<file path="src/sv/tre_pkg.sv">
`default_nettype none

package tre_pkg;

   // default history depth
   localparam int HISTORY_DEPTH_DEF = 128;

   // csr register indexes
   localparam logic [1:0] CSR_WIN_LOW    = 2'd0;
   localparam logic [1:0] CSR_WIN_HIGH   = 2'd1;
   localparam logic [1:0] CSR_FORGET     = 2'd2;
   localparam logic [1:0] CSR_INIT_RATIO = 2'd3;

   // request types
   localparam logic [1:0] REQ_CMD = 2'd0;
   localparam logic [1:0] REQ_EST = 2'd1;
   localparam logic [1:0] REQ_RST = 2'd2;

   // reset values
   localparam logic [19:0] WIN_LOW_RST    = 20'd35000;
   localparam logic [19:0] WIN_HIGH_RST   = 20'd45000;
   localparam logic [16:0] FORGET_RST     = 17'd65405;
   localparam logic [30:0] INIT_RATIO_RST = 31'd2143027;
   localparam logic [63:0] COV_INIT       = 64'd1099511627776000000;
   localparam logic [30:0] RATIO_MAX      = 31'h7FFF_FFFF;

   typedef enum logic [4:0] {
      OP_NONE,
      OP_LATCH,
      OP_THR_DIV,
      OP_THR_DONE,
      OP_POP,
      OP_CONSUME,
      OP_MUL_TT,
      OP_MUL_TP,
      OP_CAP_D,
      OP_MUL_PT,
      OP_DIV_K,
      OP_CAP_K,
      OP_MUL_TR,
      OP_CAP_E,
      OP_MUL_KE,
      OP_CAP_RATIO,
      OP_DIV_P,
      OP_CAP_P,
      OP_RESET_MAP
   } dp_op_type;

   typedef enum logic [4:0] {
      S_IDLE,
      S_THR_DIV,
      S_THR_W,
      S_THR_DONE,
      S_RMAP,
      S_POP_RD,
      S_POP_CHK,
      S_TT,
      S_TT_W,
      S_TP,
      S_TP_W,
      S_PT,
      S_PT_W,
      S_DK,
      S_DK_W,
      S_TR,
      S_TR_W,
      S_KE,
      S_KE_W,
      S_DP,
      S_DP_W,
      S_RESULT
   } ctrl_state_type;

   typedef struct packed {
      dp_op_type op;
   } dp_cmd_type;

   typedef struct packed {
      logic mul_done;
      logic div_done;
      logic fill_zero;
      logic too_old;
      logic too_young;
      logic ratio_zero;
   } dp_status_type;

endpackage

`default_nettype wire

</file>
<file path="src/sv/tre_ctrl.sv">
`default_nettype none

module tre_ctrl import tre_pkg::*; (
   input  wire logic          clock,
   input  wire logic          reset,
   input  wire logic          start,
   input  wire logic [1:0]    req_type,
   input  wire dp_status_type status,
   output dp_cmd_type         cmd,
   output logic               busy,
   output logic               rsp_valid
);

   ctrl_state_type state_ff, state_in;

   always_comb begin
      state_in = state_ff;
      case (state_ff)
         S_IDLE: begin
            if (start) begin
               case (req_type)
                  REQ_CMD: state_in = S_THR_DIV;
                  REQ_EST: state_in = S_POP_RD;
                  REQ_RST: state_in = S_RMAP;
                  default: state_in = S_RESULT;
               endcase
            end
         end
         S_THR_DIV:  state_in = status.ratio_zero ? S_THR_DONE : S_THR_W;
         S_THR_W:    if (status.div_done) state_in = S_THR_DONE;
         S_THR_DONE: state_in = S_RESULT;
         S_RMAP:     state_in = S_RESULT;
         S_POP_RD:   state_in = S_POP_CHK;
         S_POP_CHK: begin
            if (status.fill_zero) begin
               state_in = S_RESULT;
            end else if (status.too_old) begin
               state_in = S_POP_RD;
            end else if (status.too_young) begin
               state_in = S_RESULT;
            end else begin
               state_in = S_TT;
            end
         end
         S_TT:     state_in = S_TT_W;
         S_TT_W:   if (status.mul_done) state_in = S_TP;
         S_TP:     state_in = S_TP_W;
         S_TP_W:   if (status.mul_done) state_in = S_PT;
         S_PT:     state_in = S_PT_W;
         S_PT_W:   if (status.mul_done) state_in = S_DK;
         S_DK:     state_in = S_DK_W;
         S_DK_W:   if (status.div_done) state_in = S_TR;
         S_TR:     state_in = S_TR_W;
         S_TR_W:   if (status.mul_done) state_in = S_KE;
         S_KE:     state_in = S_KE_W;
         S_KE_W:   if (status.mul_done) state_in = S_DP;
         S_DP:     state_in = S_DP_W;
         S_DP_W:   if (status.div_done) state_in = S_RESULT;
         S_RESULT: state_in = S_IDLE;
         default:  state_in = S_IDLE;
      endcase
   end

   always_comb begin
      cmd.op = OP_NONE;
      case (state_ff)
         S_IDLE:     if (start) cmd.op = OP_LATCH;
         S_THR_DIV:  if (!status.ratio_zero) cmd.op = OP_THR_DIV;
         S_THR_DONE: cmd.op = OP_THR_DONE;
         S_RMAP:     cmd.op = OP_RESET_MAP;
         S_POP_CHK: begin
            if (!status.fill_zero) begin
               if (status.too_old) begin
                  cmd.op = OP_POP;
               end else if (!status.too_young) begin
                  cmd.op = OP_CONSUME;
               end
            end
         end
         S_TT:   cmd.op = OP_MUL_TT;
         S_TP:   cmd.op = OP_MUL_TP;
         S_TP_W: if (status.mul_done) cmd.op = OP_CAP_D;
         S_PT:   cmd.op = OP_MUL_PT;
         S_DK:   cmd.op = OP_DIV_K;
         S_DK_W: if (status.div_done) cmd.op = OP_CAP_K;
         S_TR:   cmd.op = OP_MUL_TR;
         S_TR_W: if (status.mul_done) cmd.op = OP_CAP_E;
         S_KE:   cmd.op = OP_MUL_KE;
         S_KE_W: if (status.mul_done) cmd.op = OP_CAP_RATIO;
         S_DP:   cmd.op = OP_DIV_P;
         S_DP_W: if (status.div_done) cmd.op = OP_CAP_P;
         default: cmd.op = OP_NONE;
      endcase
      busy = (state_ff != S_IDLE);
      rsp_valid = (state_ff == S_RESULT);
   end

   always_ff @(posedge clock) begin
      if (reset) begin
         state_ff <= S_IDLE;
      end else begin
         state_ff <= state_in;
      end
   end

   a_strobe_single: assert property (@(posedge clock) disable iff (reset)
      rsp_valid |=> !rsp_valid)
      else $error("response strobe longer than one cycle");

   a_accept_busy: assert property (@(posedge clock) disable iff (reset)
      (start && !busy) |=> busy)
      else $error("accepted request did not make the block busy");

   a_result_idle: assert property (@(posedge clock) disable iff (reset)
      rsp_valid |=> !busy)
      else $error("block not idle after a response");

endmodule

`default_nettype wire

</file>
<file path="config.mk">
export PLATFORM = sky130hd
export DESIGN_NAME = tre_ctrl
export DESIGN_NICKNAME = d
export VERILOG_FILES = /design/src/sv/tre_pkg.sv /design/src/sv/tre_ctrl.sv
export SDC_FILE = /design/constraint.sdc
export NUM_CORES = 1
export LEC_CHECK = 0
export ABC_AREA = 0
export ABC_CLOCK_PERIOD_IN_PS = 5260
export BUFFER_PORTS_ARGS = -buffer_cell sky130_fd_sc_hd__buf_4
export CAP_MARGIN = 20
export CORE_MARGIN = 8
export CORE_UTILIZATION = 55
export CTS_CLUSTER_SIZE = 12
export DETAILED_ROUTE_END_ITERATION = 8
export GPL_TIMING_DRIVEN = 1
export PLACE_DENSITY = 0.81
export SLEW_MARGIN = 25
export SYNTH_ARGS = -nofsm -noshare
export SYNTH_HDL_FRONTEND = slang
export SYNTH_SLANG_ARGS = --single-unit
</file>
<file path="constraint.sdc">
create_clock -name clock -period 5.26 [get_ports clock]
set_input_delay 1.052 -clock clock [delete_from_list [all_inputs] [get_ports clock]]
set_output_delay 1.052 -clock clock [all_outputs]
set_load 0.01 [all_outputs]
</file>
# [Yosys cells after proc, flatten, opt, wreduce, memory -nomap -nowiden]
# Index checks and enable logic that the tools add are counted.
[word_totals] elab_cells=64 register_bits=5 in_bits=11 out_inout_bits=7
[classes] muxes=26 n_reduce_logical=5 eq_ne=32
[ops] cell="$pmux 5 s20" n=1
[ops] cell="$pmux 5 s17" n=1
[ops] cell="$mux 5" n=13
[ops] cell="$eq 5x4->1 const B" n=8
[ops] cell="$eq 5x5->1 const B" n=6
[ops] cell="$eq 5x3->1 const B" n=4
[ops] cell="$ne 2x2->1 const B" n=9
[ops] cell="$mux 4" n=4
[ops] cell="$pmux 5 s3" n=1
[ops] cell="$eq 5x2->1 const B" n=2
[ops] cell="$mux 3" n=3
[ops] cell="$reduce_and 9->1" n=1
[ops] cell="$eq 5x1->1 const B" n=1
[ops] cell="$logic_not 5->1" n=1
[ops] cell="$reduce_bool 5->1" n=1
[ops] cell="$eq 2x1->1 const B" n=1
[ops] cell="$eq 2x2->1 const B" n=1
[ops] cell="$logic_not 2->1" n=1
[ops] cell="$mux 1" n=2
[ops] cell="$mux 2" n=1
[ops] cell="$reduce_or 2->1" n=1

# [Longest topological paths before layout]
[depth] ltp_word=4 ltp_mapped=6 depth_no_buf=4

# [Worst setup path before layout]
# No wires, ideal clock.
[synth_path] kind="input port to output port" start="input status[1] (netlist bit)" end="output cmd[0] (netlist bit)" required_ps=4208 arrival_time_ps=1754 cell_stages=4 path_slack_ps=2454 n_path_buf=0 path_cell_list="nor3_1 -> a22oi_1 -> o32a_1 -> o211ai_1"
[synth_rtl] element="start, declared" line_no="tre_ctrl.sv:8" text="input wire dp_status_type status,"
[synth_rtl] element="end, declared" line_no="tre_ctrl.sv:9" text="output dp_cmd_type cmd,"

==> flow_summary.ini <==
[worst_setup_path]
crit_fanout = 2
cpPeakStageDelay_ns = 0.29
arrival_ns = 2.09
setup.worst_path.end = cmd[0]
cp-end-kind = output port
crit_chain = buf_4, nor3_1, a22oi_1, o32a_1, o211ai_1, buf_4
path_common_cell = buf_4
regToRegStartpoint = state_ff[1]
r2r_end = state_ff[2]
ff2ff_path_depth = 4
slowest_stage = nor3_1
reg2reg_slack_ns = 3.12
worstSetupPathType = primary input to output port
cp-start-kind = primary input
crit_required_ns = 4.21
crit_start = status[1]

[cts]
cts_buffer_depth = 2
cts_max_level = 1
cts_buffers = 3
cts_sinks = 5
postCtsHoldBufs = 0
cts-root-buf = clkbuf_4
clk_pin_slew_ns = 0.05
clock_latency_ns = 0.24
post_cts_buffers = 0
post_cts_resized = 0
cts_tree = done

[synth]
synth_adder_area_share_pct = 0
muxShareOfSynthArea_pct = 4.17
synth_top_family_by_area = simple AND/OR/NAND/NOR gates
synth_area_leader_cell = dfxtp_1
syn_area_um2 = 721
async_reset_ff_share_pct = 0
synthTopCellsByCount = nor2_1, a21oi_1, nand2_1, nor2b_1, o21ai_0
yosysMostFrequentCell = nor2_1
synth_top_area_share_pct = 13.9
synth_compound_area_share_pct = 32.8
netlist-cell-type-count = 42
synth_ff_type = dfxtp_1
syn-instance-count = 102
syn_area_per_cell_um2 = 7.07
yosysSeqAreaShare_pct = 13.9
synthXorXnorAreaFrac_pct = 3.65
synth_edf_count = 0
syn_nets = 113
synth_seq_cells = 5
yosys_warnings = 0
synth_simple_gate_area_share_pct = 38.4
yosys-top-cells-area = dfxtp_1, nor2b_1, a21oi_1, o21ai_0, mux2_4

[layout]
regMostFlops = state_ff
nets = 125
fin_area_um2 = 853
drive_above_1_share_pct = 23.0
antenna_cells = 0
fin_util_pct = 67.3
largest_reg_flops = 5
syn2layout_area_growth_pct = 18.4
top_regs = state_ff x5
layoutNonFillerInstCount = 128

[job]
drv_cap = 0

[route]
drtIter0Drc = 16
via_per_inst = 6.73
vias = 862
drt_pass1_iterations = 4
post_drt_wl_per_cell_um = 15.5
wl_um = 1980
drtAntennaViolNets = 0
drt_drc_violations_left = 0

[power]
power_switching_mw = 0.207
total_power_mw = 0.429
internal_power_mw = 0.222
pwr_density_cell_nw_per_um2 = 503
leakagePower_nw = 0.306
pwr-share-comb_pct = 61.1
pwr-share-clk_pct = 10.5
p_seq_share_pct = 28.5
peakVddDrop_uv = 208
p_sw_share_pct = 48.3

[timing]
grt_setup_unrepaired = no
worst_slack_ns = 2.12
whs_ns = 0.910
hold_violations = 0
slew_violations = 0
setup_viol = 0
finalSetupTns_ns = 0
fmax_ghz = 0.319
fin_worst_skew_ns = 0.00455
finalCritPeriodShare_pct = 59.7
slew_headroom_pct = 45.8
worst_pin_slew_ns = 0.812
period_needed_ns = 3.14

[placement]
dp.final_hpwl_um = 1410
gp_congestion = 0.812
post-place-ws_ns = 2.14
portBuffers = 17
postPlaceCellArea_um2 = 827
dpl.cell_count = 124

[hold_path]
hold_class = flip-flop to flip-flop

[floorplanning]
core_um2 = 1270
ioPinCount = 18
dieArea_um2 = 2720
dieWidth_um = 52.2
initial_utilization_pct = 56.8
rows = 13
dieHeight_um = 52.2

[global_route]
grt_pass1_wl_um = 3370
grt_max_degree = 27
antenna_found_initial = 0
grt_usage_pct = 15.3
first_global_vias = 748
globalRoute.totalOverflow = 0

[outcome]
outcome = finished, final reports clean
area by class of cell:
| cell class | count | area (µm²) |
|---|---|---|
| multi-input combinational | 84 | 569 |
| clock buffer | 4 | 26.3 |
| inverter | 3 | 11.3 |
| tap | 15 | 18.8 |
| sequential | 5 | 100 |
| timing repair buffer | 17 | 128 |
| fill | 118 | 415 |
critical path, delay by kind of cell:
kind / cells / cell delay (ns)
compound gates: 3 / 0.48
buf+inv: 2 / 0.26
simple gates: 1 / 0.29
logic make-up (layout without fill, tap and decap cells):
family          Yosys count  count (layout)
compound gates           33              33
simple gates             46              46
mux                       2               2
flops                     5               5
xor+xnor                  3               3
buf+inv                  13              24
layer usage:
metal  global-route usage (%)  up-vias  routed length [µm]
li1                         -      416                   -
met1                     18.5      402                 824
met2                     25.0       42                 961
met3                     5.97        2                 170
met4                     3.02        0                  21
met5                        0        -                   0
power groups by stage:
stage          clock network (mW)  registers, mW  logic [mW]
2_1_floorplan                   0         0.0622       0.236
3_3_place_gp                    0          0.120       0.256
3_5_place_dp                    0          0.120       0.261
4_1_cts                    0.0464          0.119       0.262
5_1_grt                    0.0529          0.130       0.287
6_report                   0.0449          0.122       0.262
how the worst min path moves through the flow:
stage                      from          end  slack, ns  depth (start not counted)
CTS                 state_ff[3]  state_ff[1]       0.91                          2
global placement    state_ff[4]  state_ff[3]       0.85                          1
detailed placement  state_ff[4]  state_ff[3]       0.88                          1
global route        state_ff[4]  state_ff[3]       0.97                          1
finish              state_ff[3]  state_ff[1]       0.91                          2
floorplan           state_ff[2]  state_ff[0]       0.74                          4
placed cells by master (no fill, tap or decap), drive strengths merged, types with 2 or more instances in the layout:
master	instances
a31oi	4
nand4	2
or3	3
nor2b	6
nor3	4
nand2	6
a21oi	6
o211ai	4
a32oi	2
nor2	7
mux2	2
inv	3
buf	17
and2	3
clkbuf	4
o221ai	2
or2	2
nand4b	3
nand2b	2
dfxtp	5
xnor2	2
o21ai	6
(Power assumes the default switching activity.)
